### src/rtl/eie_pkg.sv
package eie_pkg;

	localparam int OUT_DIM     = 2;
	localparam int IN_DIM      = 2;
	localparam int COUNT_LIMIT = 63;
	localparam int CNT_W       = $clog2(COUNT_LIMIT + 1);

	localparam int DATA_W     = 16;
	localparam int CFG_IDX_W  = 3;
	localparam int CFG_DATA_W = 64;

	// shared multiplier operand and product widths
	localparam int MUL_A_W = 34;
	localparam int MUL_B_W = 18;
	localparam int MUL_P_W = MUL_A_W + MUL_B_W;

	// residual accumulator, estimate and saturation input widths
	localparam int ACC_W    = 34;
	localparam int EST_W    = 32;
	localparam int SAT_IN_W = 40;
	localparam int W_W      = 17;
	localparam int STEP_W   = 3;

	localparam int Q_FRAC       = 8;
	localparam int ROUND_HALF8  = 1 << (Q_FRAC - 1);
	localparam int ROUND_HALF16 = 1 << 15;
	localparam int WGT_SHIFT    = 16;

	localparam int MAC_STEPS = 4;
	localparam int UPD_STEPS = 2;

	localparam logic [W_W-1:0] ONE_Q16 = W_W'(65536);

	// floor(x / 15) for x below 180 as (x * 137) >> 11
	localparam int DECAY_PERIOD   = 15;
	localparam int DECAY_LEN      = 12;
	localparam int DECAY_RANGE    = DECAY_PERIOD * DECAY_LEN;
	localparam int DECAY_RECIP    = 137;
	localparam int DECAY_RECIP_SH = 11;
	localparam int BOOST_LEN      = 14;

	localparam logic [W_W-1:0] DECAY_TAB [DECAY_LEN] = '{
		17'd65536, 17'd24109, 17'd8869, 17'd3263, 17'd1200, 17'd442,
		17'd162, 17'd60, 17'd22, 17'd8, 17'd3, 17'd1
	};

	localparam logic [W_W-1:0] BOOST_TAB [BOOST_LEN] = '{
		17'd65536, 17'd61309, 17'd50196, 17'd35967, 17'd22554, 17'd12378, 17'd5945,
		17'd2499, 17'd919, 17'd296, 17'd83, 17'd21, 17'd4, 17'd1
	};

	localparam logic [CFG_IDX_W-1:0] REG_SMOOTHING = 3'd0;
	localparam logic [CFG_IDX_W-1:0] REG_DECAY_EN  = 3'd1;
	localparam logic [CFG_IDX_W-1:0] REG_RUN_INDEX = 3'd2;
	localparam logic [CFG_IDX_W-1:0] REG_STARTUP   = 3'd3;
	localparam logic [CFG_IDX_W-1:0] REG_GAIN      = 3'd4;

	typedef struct packed {
		logic signed [DATA_W-1:0] meas_0;
		logic signed [DATA_W-1:0] meas_1;
		logic signed [DATA_W-1:0] recipe_0;
		logic signed [DATA_W-1:0] recipe_1;
		logic                     start_history;
	} eie_in_t;

	typedef struct packed {
		logic signed [DATA_W-1:0] intercept_0;
		logic signed [DATA_W-1:0] intercept_1;
	} eie_out_t;

	typedef struct packed {
		logic [15:0]           smoothing_weight;
		logic                  decay_enable;
		logic [15:0]           run_index;
		logic                  startup_mode;
		logic [CFG_DATA_W-1:0] gain_matrix;
	} eie_cfg_t;

	function automatic logic signed [EST_W-1:0] sat32(input logic signed [SAT_IN_W-1:0] v);
		logic signed [EST_W-1:0] r;
		if (v[SAT_IN_W-1:EST_W-1] == '0 || v[SAT_IN_W-1:EST_W-1] == '1) begin
			r = v[EST_W-1:0];
		end else if (v[SAT_IN_W-1]) begin
			r = {1'b1, {(EST_W-1){1'b0}}};
		end else begin
			r = {1'b0, {(EST_W-1){1'b1}}};
		end
		return r;
	endfunction

	function automatic logic signed [DATA_W-1:0] sat16(input logic signed [SAT_IN_W-1:0] v);
		logic signed [DATA_W-1:0] r;
		if (v[SAT_IN_W-1:DATA_W-1] == '0 || v[SAT_IN_W-1:DATA_W-1] == '1) begin
			r = v[DATA_W-1:0];
		end else if (v[SAT_IN_W-1]) begin
			r = {1'b1, {(DATA_W-1){1'b0}}};
		end else begin
			r = {1'b0, {(DATA_W-1){1'b1}}};
		end
		return r;
	endfunction

endpackage

### src/rtl/eie_mul.sv
module eie_mul import eie_pkg::*; (
	input  logic                      clk,
	input  logic signed [MUL_A_W-1:0] a,
	input  logic signed [MUL_B_W-1:0] b,
	output logic signed [MUL_P_W-1:0] p
);

	logic signed [MUL_P_W-1:0] p_q;

	always_ff @(posedge clk) begin
		p_q <= a * b;
	end

	assign p = p_q;

endmodule

### src/rtl/eie_core.sv
module eie_core import eie_pkg::*; (
	input  logic     clk,
	input  logic     arst_n,
	input  eie_cfg_t cfg,
	input  logic     in_valid,
	output logic     in_ready,
	input  eie_in_t  in_data,
	output logic     out_valid,
	input  logic     out_ready,
	output eie_out_t out_data
);

	typedef enum logic [8:0] {
		ST_IDLE  = 9'b000000001,
		ST_DECAY = 9'b000000010,
		ST_LAM   = 9'b000000100,
		ST_BOOST = 9'b000001000,
		ST_WGT   = 9'b000010000,
		ST_MAC   = 9'b000100000,
		ST_DIFF  = 9'b001000000,
		ST_UPD   = 9'b010000000,
		ST_OUT   = 9'b100000000
	} state_t;

	state_t                    state_q;
	logic [STEP_W-1:0]         step_q;
	logic [CNT_W-1:0]          items_seen_q;
	logic [CNT_W-1:0]          n_q;
	logic                      first_q;
	logic signed [DATA_W-1:0]  y_q    [2];
	logic signed [DATA_W-1:0]  u_q    [2];
	logic [W_W-1:0]            f_q;
	logic [W_W-1:0]            boost_q;
	logic [15:0]               lam_q;
	logic [W_W-1:0]            w_q;
	logic signed [ACC_W-1:0]   d_q    [2];
	logic signed [ACC_W-1:0]   diff_q [2];
	logic signed [EST_W-1:0]   e_q    [2];
	logic                      out_valid_q;
	eie_out_t                  out_q;

	logic signed [MUL_A_W-1:0]  mul_a;
	logic signed [MUL_B_W-1:0]  mul_b;
	logic signed [MUL_P_W-1:0]  mul_p;
	logic signed [MUL_P_W-1:0]  rnd_p;
	logic [STEP_W-1:0]          prev;
	logic signed [ACC_W-1:0]    mac_base;
	logic signed [ACC_W-1:0]    mac_val;
	logic signed [SAT_IN_W-1:0] upd_sum;
	logic [W_W:0]               wgt_sum;
	logic [CNT_W-1:0]           n_next;
	logic                       first_next;
	logic [15:0]                ri_scaled;
	logic signed [SAT_IN_W-1:0] r0;
	logic signed [SAT_IN_W-1:0] r1;
	logic                       in_xfer;
	logic                       out_load;

	assign in_ready  = (state_q == ST_IDLE);
	assign in_xfer   = in_valid && in_ready;
	assign out_valid = out_valid_q;
	assign out_data  = out_q;
	assign out_load  = (state_q == ST_OUT) && (!out_valid_q || out_ready);

	eie_mul u_mul (
		.clk (clk),
		.a   (mul_a),
		.b   (mul_b),
		.p   (mul_p)
	);

	always_comb begin
		mul_a = '0;
		mul_b = '0;
		case (state_q)
			ST_DECAY: begin
				mul_a = MUL_A_W'(cfg.smoothing_weight);
				mul_b = MUL_B_W'(f_q);
			end
			ST_BOOST: begin
				mul_a = MUL_A_W'(lam_q);
				mul_b = MUL_B_W'(boost_q);
			end
			ST_MAC: begin
				// entry 2j+k of the gain matrix times input k
				mul_a = MUL_A_W'(u_q[step_q[0]]);
				mul_b = MUL_B_W'($signed(cfg.gain_matrix[{step_q[1:0], 4'b0000} +: DATA_W]));
			end
			ST_UPD: begin
				mul_a = MUL_A_W'(diff_q[step_q[0]]);
				mul_b = MUL_B_W'(w_q);
			end
			default: begin
				mul_a = '0;
				mul_b = '0;
			end
		endcase
	end

	always_comb begin
		rnd_p    = (mul_p + MUL_P_W'(ROUND_HALF16)) >>> WGT_SHIFT;
		prev     = step_q - STEP_W'(1);
		mac_base = prev[0] ? d_q[prev[1]] : (ACC_W'(y_q[prev[1]]) <<< Q_FRAC);
		mac_val  = mac_base - ACC_W'(mul_p);
		upd_sum  = SAT_IN_W'(e_q[prev[0]]) + SAT_IN_W'(rnd_p);
		wgt_sum  = {2'b00, lam_q} + (W_W + 1)'(rnd_p[W_W-1:0]);
		first_next = in_data.start_history || (items_seen_q == '0);
		if (first_next) begin
			n_next = CNT_W'(1);
		end else if (items_seen_q >= CNT_W'(COUNT_LIMIT)) begin
			n_next = CNT_W'(COUNT_LIMIT);
		end else begin
			n_next = items_seen_q + CNT_W'(1);
		end
		ri_scaled = 16'(cfg.run_index[7:0]) * 16'(DECAY_RECIP);
		r0 = (SAT_IN_W'(e_q[0]) + SAT_IN_W'(ROUND_HALF8)) >>> Q_FRAC;
		r1 = (SAT_IN_W'(e_q[1]) + SAT_IN_W'(ROUND_HALF8)) >>> Q_FRAC;
	end

	always_ff @(posedge clk or negedge arst_n) begin
		if (!arst_n) begin
			state_q      <= ST_IDLE;
			step_q       <= '0;
			items_seen_q <= '0;
			out_valid_q  <= 1'b0;
		end else begin
			if (out_valid_q && out_ready && !out_load) begin
				out_valid_q <= 1'b0;
			end
			case (state_q)
				ST_IDLE: begin
					if (in_xfer) begin
						state_q <= ST_DECAY;
					end
				end
				ST_DECAY: state_q <= ST_LAM;
				ST_LAM:   state_q <= ST_BOOST;
				ST_BOOST: state_q <= ST_WGT;
				ST_WGT: begin
					state_q <= ST_MAC;
					step_q  <= '0;
				end
				ST_MAC: begin
					if (step_q == STEP_W'(MAC_STEPS)) begin
						state_q <= ST_DIFF;
						step_q  <= '0;
					end else begin
						step_q <= step_q + STEP_W'(1);
					end
				end
				ST_DIFF: state_q <= ST_UPD;
				ST_UPD: begin
					if (step_q == STEP_W'(UPD_STEPS)) begin
						state_q <= ST_OUT;
						step_q  <= '0;
					end else begin
						step_q <= step_q + STEP_W'(1);
					end
				end
				ST_OUT: begin
					if (out_load) begin
						state_q      <= ST_IDLE;
						out_valid_q  <= 1'b1;
						items_seen_q <= n_q;
					end
				end
				default: state_q <= ST_IDLE;
			endcase
		end
	end

	always_ff @(posedge clk) begin
		if (in_xfer) begin
			y_q[0]  <= (OUT_DIM > 0) ? in_data.meas_0 : '0;
			y_q[1]  <= (OUT_DIM > 1) ? in_data.meas_1 : '0;
			u_q[0]  <= (IN_DIM > 0) ? in_data.recipe_0 : '0;
			u_q[1]  <= (IN_DIM > 1) ? in_data.recipe_1 : '0;
			first_q <= first_next;
			n_q     <= n_next;
			if (!cfg.decay_enable) begin
				f_q <= ONE_Q16;
			end else if (cfg.run_index < 16'(DECAY_RANGE)) begin
				f_q <= DECAY_TAB[ri_scaled[DECAY_RECIP_SH +: 4]];
			end else begin
				f_q <= '0;
			end
			if (cfg.startup_mode && n_next < CNT_W'(BOOST_LEN)) begin
				boost_q <= BOOST_TAB[n_next[3:0]];
			end else begin
				boost_q <= '0;
			end
		end
		if (state_q == ST_LAM) begin
			lam_q <= rnd_p[15:0];
		end
		if (state_q == ST_WGT) begin
			w_q <= (wgt_sum > (W_W + 1)'(ONE_Q16)) ? ONE_Q16 : wgt_sum[W_W-1:0];
		end
		// accumulate the product issued one step earlier
		if (state_q == ST_MAC && step_q != '0) begin
			if (prev[0]) begin
				d_q[prev[1]] <= ACC_W'(sat32(SAT_IN_W'(mac_val)));
			end else begin
				d_q[prev[1]] <= mac_val;
			end
		end
		if (state_q == ST_DIFF) begin
			diff_q[0] <= d_q[0] - ACC_W'(e_q[0]);
			diff_q[1] <= d_q[1] - ACC_W'(e_q[1]);
		end
		if (state_q == ST_UPD && step_q != '0) begin
			if (int'(prev[0]) >= OUT_DIM) begin
				e_q[prev[0]] <= '0;
			end else if (first_q) begin
				e_q[prev[0]] <= d_q[prev[0]][EST_W-1:0];
			end else begin
				e_q[prev[0]] <= sat32(upd_sum);
			end
		end
		if (out_load) begin
			out_q.intercept_0 <= sat16(r0);
			out_q.intercept_1 <= sat16(r1);
		end
	end

	a_accept_starts: assert property (@(posedge clk) disable iff (!arst_n)
		in_xfer |=> (state_q == ST_DECAY && !in_ready))
		else $error("accepted item did not start the weight sequence");

	a_count_bound: assert property (@(posedge clk) disable iff (!arst_n)
		items_seen_q <= CNT_W'(COUNT_LIMIT))
		else $error("run count beyond its limit");

	a_out_from_seq: assert property (@(posedge clk) disable iff (!arst_n)
		$rose(out_valid_q) |-> $past(state_q == ST_OUT))
		else $error("result raised outside the output step");

	a_run_nonzero: assert property (@(posedge clk) disable iff (!arst_n)
		(state_q == ST_DECAY) |-> (n_q != '0 && (!first_q || n_q == CNT_W'(1))))
		else $error("bad run number for this item");

	a_weight_max: assert property (@(posedge clk) disable iff (!arst_n)
		(state_q == ST_UPD) |-> (w_q <= ONE_Q16))
		else $error("weight above one");

endmodule

### src/rtl/ewma_intercept_estimator.sv
// channel  | direction | handshake               | payload
// in       | input     | in_valid / in_ready     | in_data (eie_in_t)
// out      | output    | out_valid / out_ready   | out_data (eie_out_t)
// cfg      | input     | cfg_wen (no wait)       | cfg_index, cfg_data
//
// an item passes through the decay, lambda, boost, weight, residual, difference,
// update and output steps from its input transfer to a valid result; the next item
// is taken only once the sequencer is back in idle, since the shared multiplier does
// two weight products, four residual products and two update products in sequence
// reset clears the config registers to their defaults, the run count and the
// result flag; a stalled result holds the sequencer in its output step
module ewma_intercept_estimator import eie_pkg::*; (
	input  logic                  clk,
	input  logic                  arst_n,
	input  logic                  in_valid,
	output logic                  in_ready,
	input  eie_in_t               in_data,
	output logic                  out_valid,
	input  logic                  out_ready,
	output eie_out_t              out_data,
	input  logic                  cfg_wen,
	input  logic [CFG_IDX_W-1:0]  cfg_index,
	input  logic [CFG_DATA_W-1:0] cfg_data
);

	eie_cfg_t cfg_q;

	always_ff @(posedge clk or negedge arst_n) begin
		if (!arst_n) begin
			cfg_q.smoothing_weight <= 16'd13107;
			cfg_q.decay_enable     <= 1'b0;
			cfg_q.run_index        <= '0;
			cfg_q.startup_mode     <= 1'b0;
			cfg_q.gain_matrix      <= '0;
		end else if (cfg_wen) begin
			case (cfg_index)
				REG_SMOOTHING: cfg_q.smoothing_weight <= cfg_data[15:0];
				REG_DECAY_EN:  cfg_q.decay_enable     <= cfg_data[0];
				REG_RUN_INDEX: cfg_q.run_index        <= cfg_data[15:0];
				REG_STARTUP:   cfg_q.startup_mode     <= cfg_data[0];
				REG_GAIN:      cfg_q.gain_matrix      <= cfg_data;
				default: ;
			endcase
		end
	end

	eie_core u_core (
		.clk       (clk),
		.arst_n    (arst_n),
		.cfg       (cfg_q),
		.in_valid  (in_valid),
		.in_ready  (in_ready),
		.in_data   (in_data),
		.out_valid (out_valid),
		.out_ready (out_ready),
		.out_data  (out_data)
	);

endmodule

### config.mk
export PLATFORM = sky130hd
export DESIGN_NAME = ewma_intercept_estimator
export DESIGN_NICKNAME = d
export VERILOG_FILES = /design/src/rtl/eie_pkg.sv /design/src/rtl/eie_mul.sv /design/src/rtl/eie_core.sv /design/src/rtl/ewma_intercept_estimator.sv
export SDC_FILE = /design/constraint.sdc
export NUM_CORES = 2
export LEC_CHECK = 0
export BUFFER_PORTS_ARGS = -buffer_cell sky130_fd_sc_hd__buf_2
export CAP_MARGIN = 20
export CORE_ASPECT_RATIO = 0.5
export CORE_UTILIZATION = 50
export CTS_CLUSTER_SIZE = 14
export DETAILED_ROUTE_END_ITERATION = 6
export PLACE_DENSITY = 0.76
export SKIP_CTS_REPAIR_TIMING = 1
export SLEW_MARGIN = 30
export SYNTH_ARGS = -nofsm -noshare
export SYNTH_HDL_FRONTEND = slang
export SYNTH_SLANG_ARGS = --single-unit
### constraint.sdc
create_clock -name clk -period 23.5 [get_ports clk]
set_input_delay 1.175 -clock clk [delete_from_list [all_inputs] [get_ports clk]]
set_output_delay 1.175 -clock clk [all_outputs]
set_load 0.02 [all_outputs]
==> impl_metrics.py <==
metrics = {
    "timing": {
        "rsz0062_at_grt": "no",
        "tightest_slew_ps": 1050,
        "finalCritPeriodShare": 0.420,
        "relSlewSlack": 0.296,
        "max_freq_mhz": 101,
        "fin_crit_ps": 9860,
        "finClkSkew_ps": 36.2,
        "slew_violations": 0,
        "setup-violations-final": 0,
        "hold_viol": 0,
        "finalSetupTns_ps": 0,
    },
    "pwr": {
        "powerDensity_mw_per_mm2": 59.6,
        "peakVddDrop_uv": 70.2,
        "p_total_w": 0.00342,
        "p_switching_w": 0.00132,
        "p_int_w": 0.00210,
        "pwr-share-seq": 0.372,
        "clkPwrFrac": 0.258,
        "power_leakage_nw": 24.5,
        "comb_power_share": 0.370,
        "switching_share": 0.385,
    },
    "final_layout": {
        "final_core_util": 0.545,
        "mostFrequentLayoutCells": "inv_1 (860), fa_1 (590), nand2_1 (531)",
        "drive_above_1_share": 0.108,
        "nets": 6530,
        "nFillCells": 9205,
        "fin_cells": 6950,
        "area_growth_pct": 8.08,
        "final_common_cell": "inv_1",
        "postLayoutCellArea_mm2": 0.0573,
    },
    "detailed_routing": {
        "routedWlPerCell_um": 25.2,
        "vias_per_cell": 6.07,
        "dr.pass1.iters": 7,
        "via_count": 42200,
        "routed_wl_um": 175000,
        "dr.first_iter.drc_count": 4880,
        "drcViolationCount": 5,
        "ant_nets": 0,
    },
    "hold_path": {
        "hp-class": "reg -> reg",
        "min_from": "u_core.n_q[1]",
    },
    "run": {
        "drv_cap": 0,
    },
    "worst_setup_path": {
        "critPathRequiredTime_ps": 24050,
        "cpPeakStageDelay_ps": 960,
        "setup.worst_path.end_class": "register",
        "cpMostUsedCell": "fa_1",
        "cp_num_buf_inv": 5,
        "crit_path_max_fanout": 49,
        "reg2reg_from": "u_core.step_q[0]",
        "setup.worst_path.class": "reg -> reg",
        "crit_family": "adder cells",
        "slowest_stage": "dfrtp_4",
        "r2r_slack_ps": 13640,
        "setup.worst_path.start": "u_core.step_q[0]",
        "crit_arrival_ps": 10410,
        "worst_setup_path_start_kind": "register",
    },
    "floorplan": {
        "core_mm2": 0.105,
        "start_util": 0.504,
        "die_x_um": 462,
        "die_h_um": 232,
        "io_pins": 171,
        "dieArea_mm2": 0.107,
        "fp-row-count": 84,
    },
    "grt": {
        "top_usage_layer": "met1",
        "use_met1": 0.465,
        "grt_antenna_before_repair": 7,
        "grt_pass1_wl_um": 263000,
        "grt_max_degree": 80,
        "grt_overflow": 0,
        "grt_util_met2": 0.463,
        "grt_pass1_vias": 42000,
        "grtUsageMet3": 0.120,
        "grt_usage": 0.327,
    },
    "synthesis": {
        "synth_enable_flop_cells": 367,
        "synthesis.area_mm2": 0.0530,
        "syn_nets": 6440,
        "synth_warnings": 0,
        "yosysSeqAreaShare": 0.283,
        "synth_cell_types": 108,
        "ys_ff_latch": 536,
        "netlist_instances": 5391,
        "ys_async_sr_fraction": 0.218,
        "syn_area_per_cell_um2": 9.83,
        "synth-main-ff-cell": "edfxtp_1",
    },
    "placement": {
        "dpl_cell_area_mm2": 0.0555,
        "place_hpwl_um": 138000,
        "placedCellCount": 6843,
        "port_buffers": 170,
        "gp_congestion": 1.04,
    },
    "run_status": {
        "violations": "design-rule violations",
        "status": "finished, violations left",
    },
    "clock_tree": {
        "clk_pin_slew_worst_paths_ps": 70,
        "clk_path_buf_depth": 3,
        "cts_tree": "done",
        "clock_latency_ps": 630,
        "clock-sinks": 536,
        "root_buffer": "clkbuf_16",
        "cts_buffers": 53,
        "h-tree-depth": 2,
    },
}
through the flow:
step                      hold WS, ps  setup slack [ps]
after floorplan                   426             15310
after global placement            449             14050
after detailed placement          466             13900
after CTS                         483             13840
after global routing              510             13220
final                             483             13640
cells in the mapped netlist (10+ instances only):
| library cell | instances | area share |
|---|---|---|
| a211oi_1 | 28 | 0.0040 |
| a21boi_0 | 23 | 0.0033 |
| a21o_1 | 98 | 0.014 |
| a21oi_1 | 190 | 0.018 |
| a21oi_2 | 11 | 0.0018 |
| a221o_1 | 22 | 0.0042 |
| a221oi_1 | 19 | 0.0031 |
| a222oi_1 | 11 | 0.0021 |
| a22oi_1 | 25 | 0.0035 |
| a31oi_1 | 39 | 0.0046 |
| a32oi_1 | 21 | 0.0035 |
| and2_1 | 59 | 0.0070 |
| and3_1 | 38 | 0.0045 |
| and4_1 | 10 | 0.0017 |
| buf_1 | 14 | 0.00099 |
| buf_2 | 27 | 0.0025 |
| clkbuf_1 | 151 | 0.011 |
| dfrtp_1 | 108 | 0.051 |
| dfxtp_1 | 52 | 0.020 |
| edfxtp_1 | 367 | 0.21 |
| fa_1 | 590 | 0.22 |
| ha_1 | 322 | 0.076 |
| inv_1 | 860 | 0.061 |
| mux2_2 | 117 | 0.025 |
| mux2i_1 | 106 | 0.020 |
| mux4_2 | 31 | 0.013 |
| nand2_1 | 539 | 0.038 |
| nand2b_1 | 39 | 0.0046 |
| nand3_1 | 118 | 0.011 |
| nand4_1 | 42 | 0.0050 |
| nor2_1 | 435 | 0.031 |
| nor2b_1 | 47 | 0.0055 |
| nor3_1 | 61 | 0.0058 |
| nor4_1 | 19 | 0.0022 |
| o211ai_1 | 16 | 0.0023 |
| o21a_1 | 45 | 0.0064 |
| o21ai_0 | 184 | 0.017 |
| o21ai_1 | 30 | 0.0028 |
| o21bai_1 | 31 | 0.0044 |
| o31ai_1 | 17 | 0.0024 |
| or2_2 | 11 | 0.0013 |
| or3_1 | 10 | 0.0012 |
| xnor2_1 | 173 | 0.029 |
| xor2_1 | 64 | 0.011 |
worst min-delay path, delay by kind of cell, from the launching register on:
family,cells,cell delay (ps)
DFF,1,330
and+or+nand+nor,1,40
AOI/OAI and AO/OA,1,70
state kept, by name (all words and copies together) (netlist names):
register / count
u_core.lam_q: 16
u_core.out_valid: 1
u_core.f_q: 14
cfg_q: 98
u_core.first_q: 1
u_core.diff_q: 68
u_core.e_q: 64
u_core.y_q: 32
u_core.items_seen_q: 6
u_core.u_q: 32
u_core.d_q: 68
u_core.boost_q: 17
u_core.w_q: 17
u_core.u_mul.p: 52
u_core.n_q: 6
u_core.state_q: 9
u_core.step_q: 3
u_core.out_data: 32
area by class of cell:
cell class / count / area (um^2) / share of cell area
multi-input combinational: 3788 / 34100 / 0.596
sequential: 536 / 15000 / 0.262
tap: 1419 / 1780 / 0.0310
clock buffer: 69 / 1470 / 0.0256
timing repair buffer: 236 / 1360 / 0.0237
clock inverter: 27 / 285 / 0.00498
antenna: 9 / 22.5 / 0.000393
inverter: 866 / 3250 / 0.0567
kinds of logic after synthesis:
| kind of cell | after synthesis | synth area share |
|---|---|---|
| xor+xnor | 237 | 0.0392 |
| buf+inv | 1067 | 0.0773 |
| compound gates | 904 | 0.116 |
| simple gates | 1481 | 0.128 |
| mux | 254 | 0.0580 |
| fa+ha+maj | 912 | 0.299 |
| flops | 536 | 0.283 |
final timing paths:
check / to / depth (start not counted)
setup / recovery: u_core.u_mul.p[45] / 25
hold / removal: u_core.items_seen_q[1] / 2
setup reg to reg: u_core.u_mul.p[45] / 25
hold reg to reg: u_core.items_seen_q[1] / 2
max in group asynchronous: cfg_q[65] / 2
min in group asynchronous: u_core.out_valid / 1
metal layers:
layer / vias to the layer above / wire length, um
met5: - / 21
met1: 21200 / 74400
met4: 4 / 5190
met2: 2394 / 71400
met3: 320 / 24100
li1: 18200 / -
power groups by stage:
stage          Clock [W]  Combinational [W]  Sequential, W
2_1_floorplan          0           0.000842        0.00124
3_3_place_gp           0            0.00119        0.00128
3_5_place_dp           0            0.00122        0.00128
4_1_cts         0.000889            0.00123        0.00127
5_1_grt         0.000925            0.00135        0.00128
6_report        0.000882            0.00127        0.00127
Note: power is estimated with default switching activity, not from simulation.
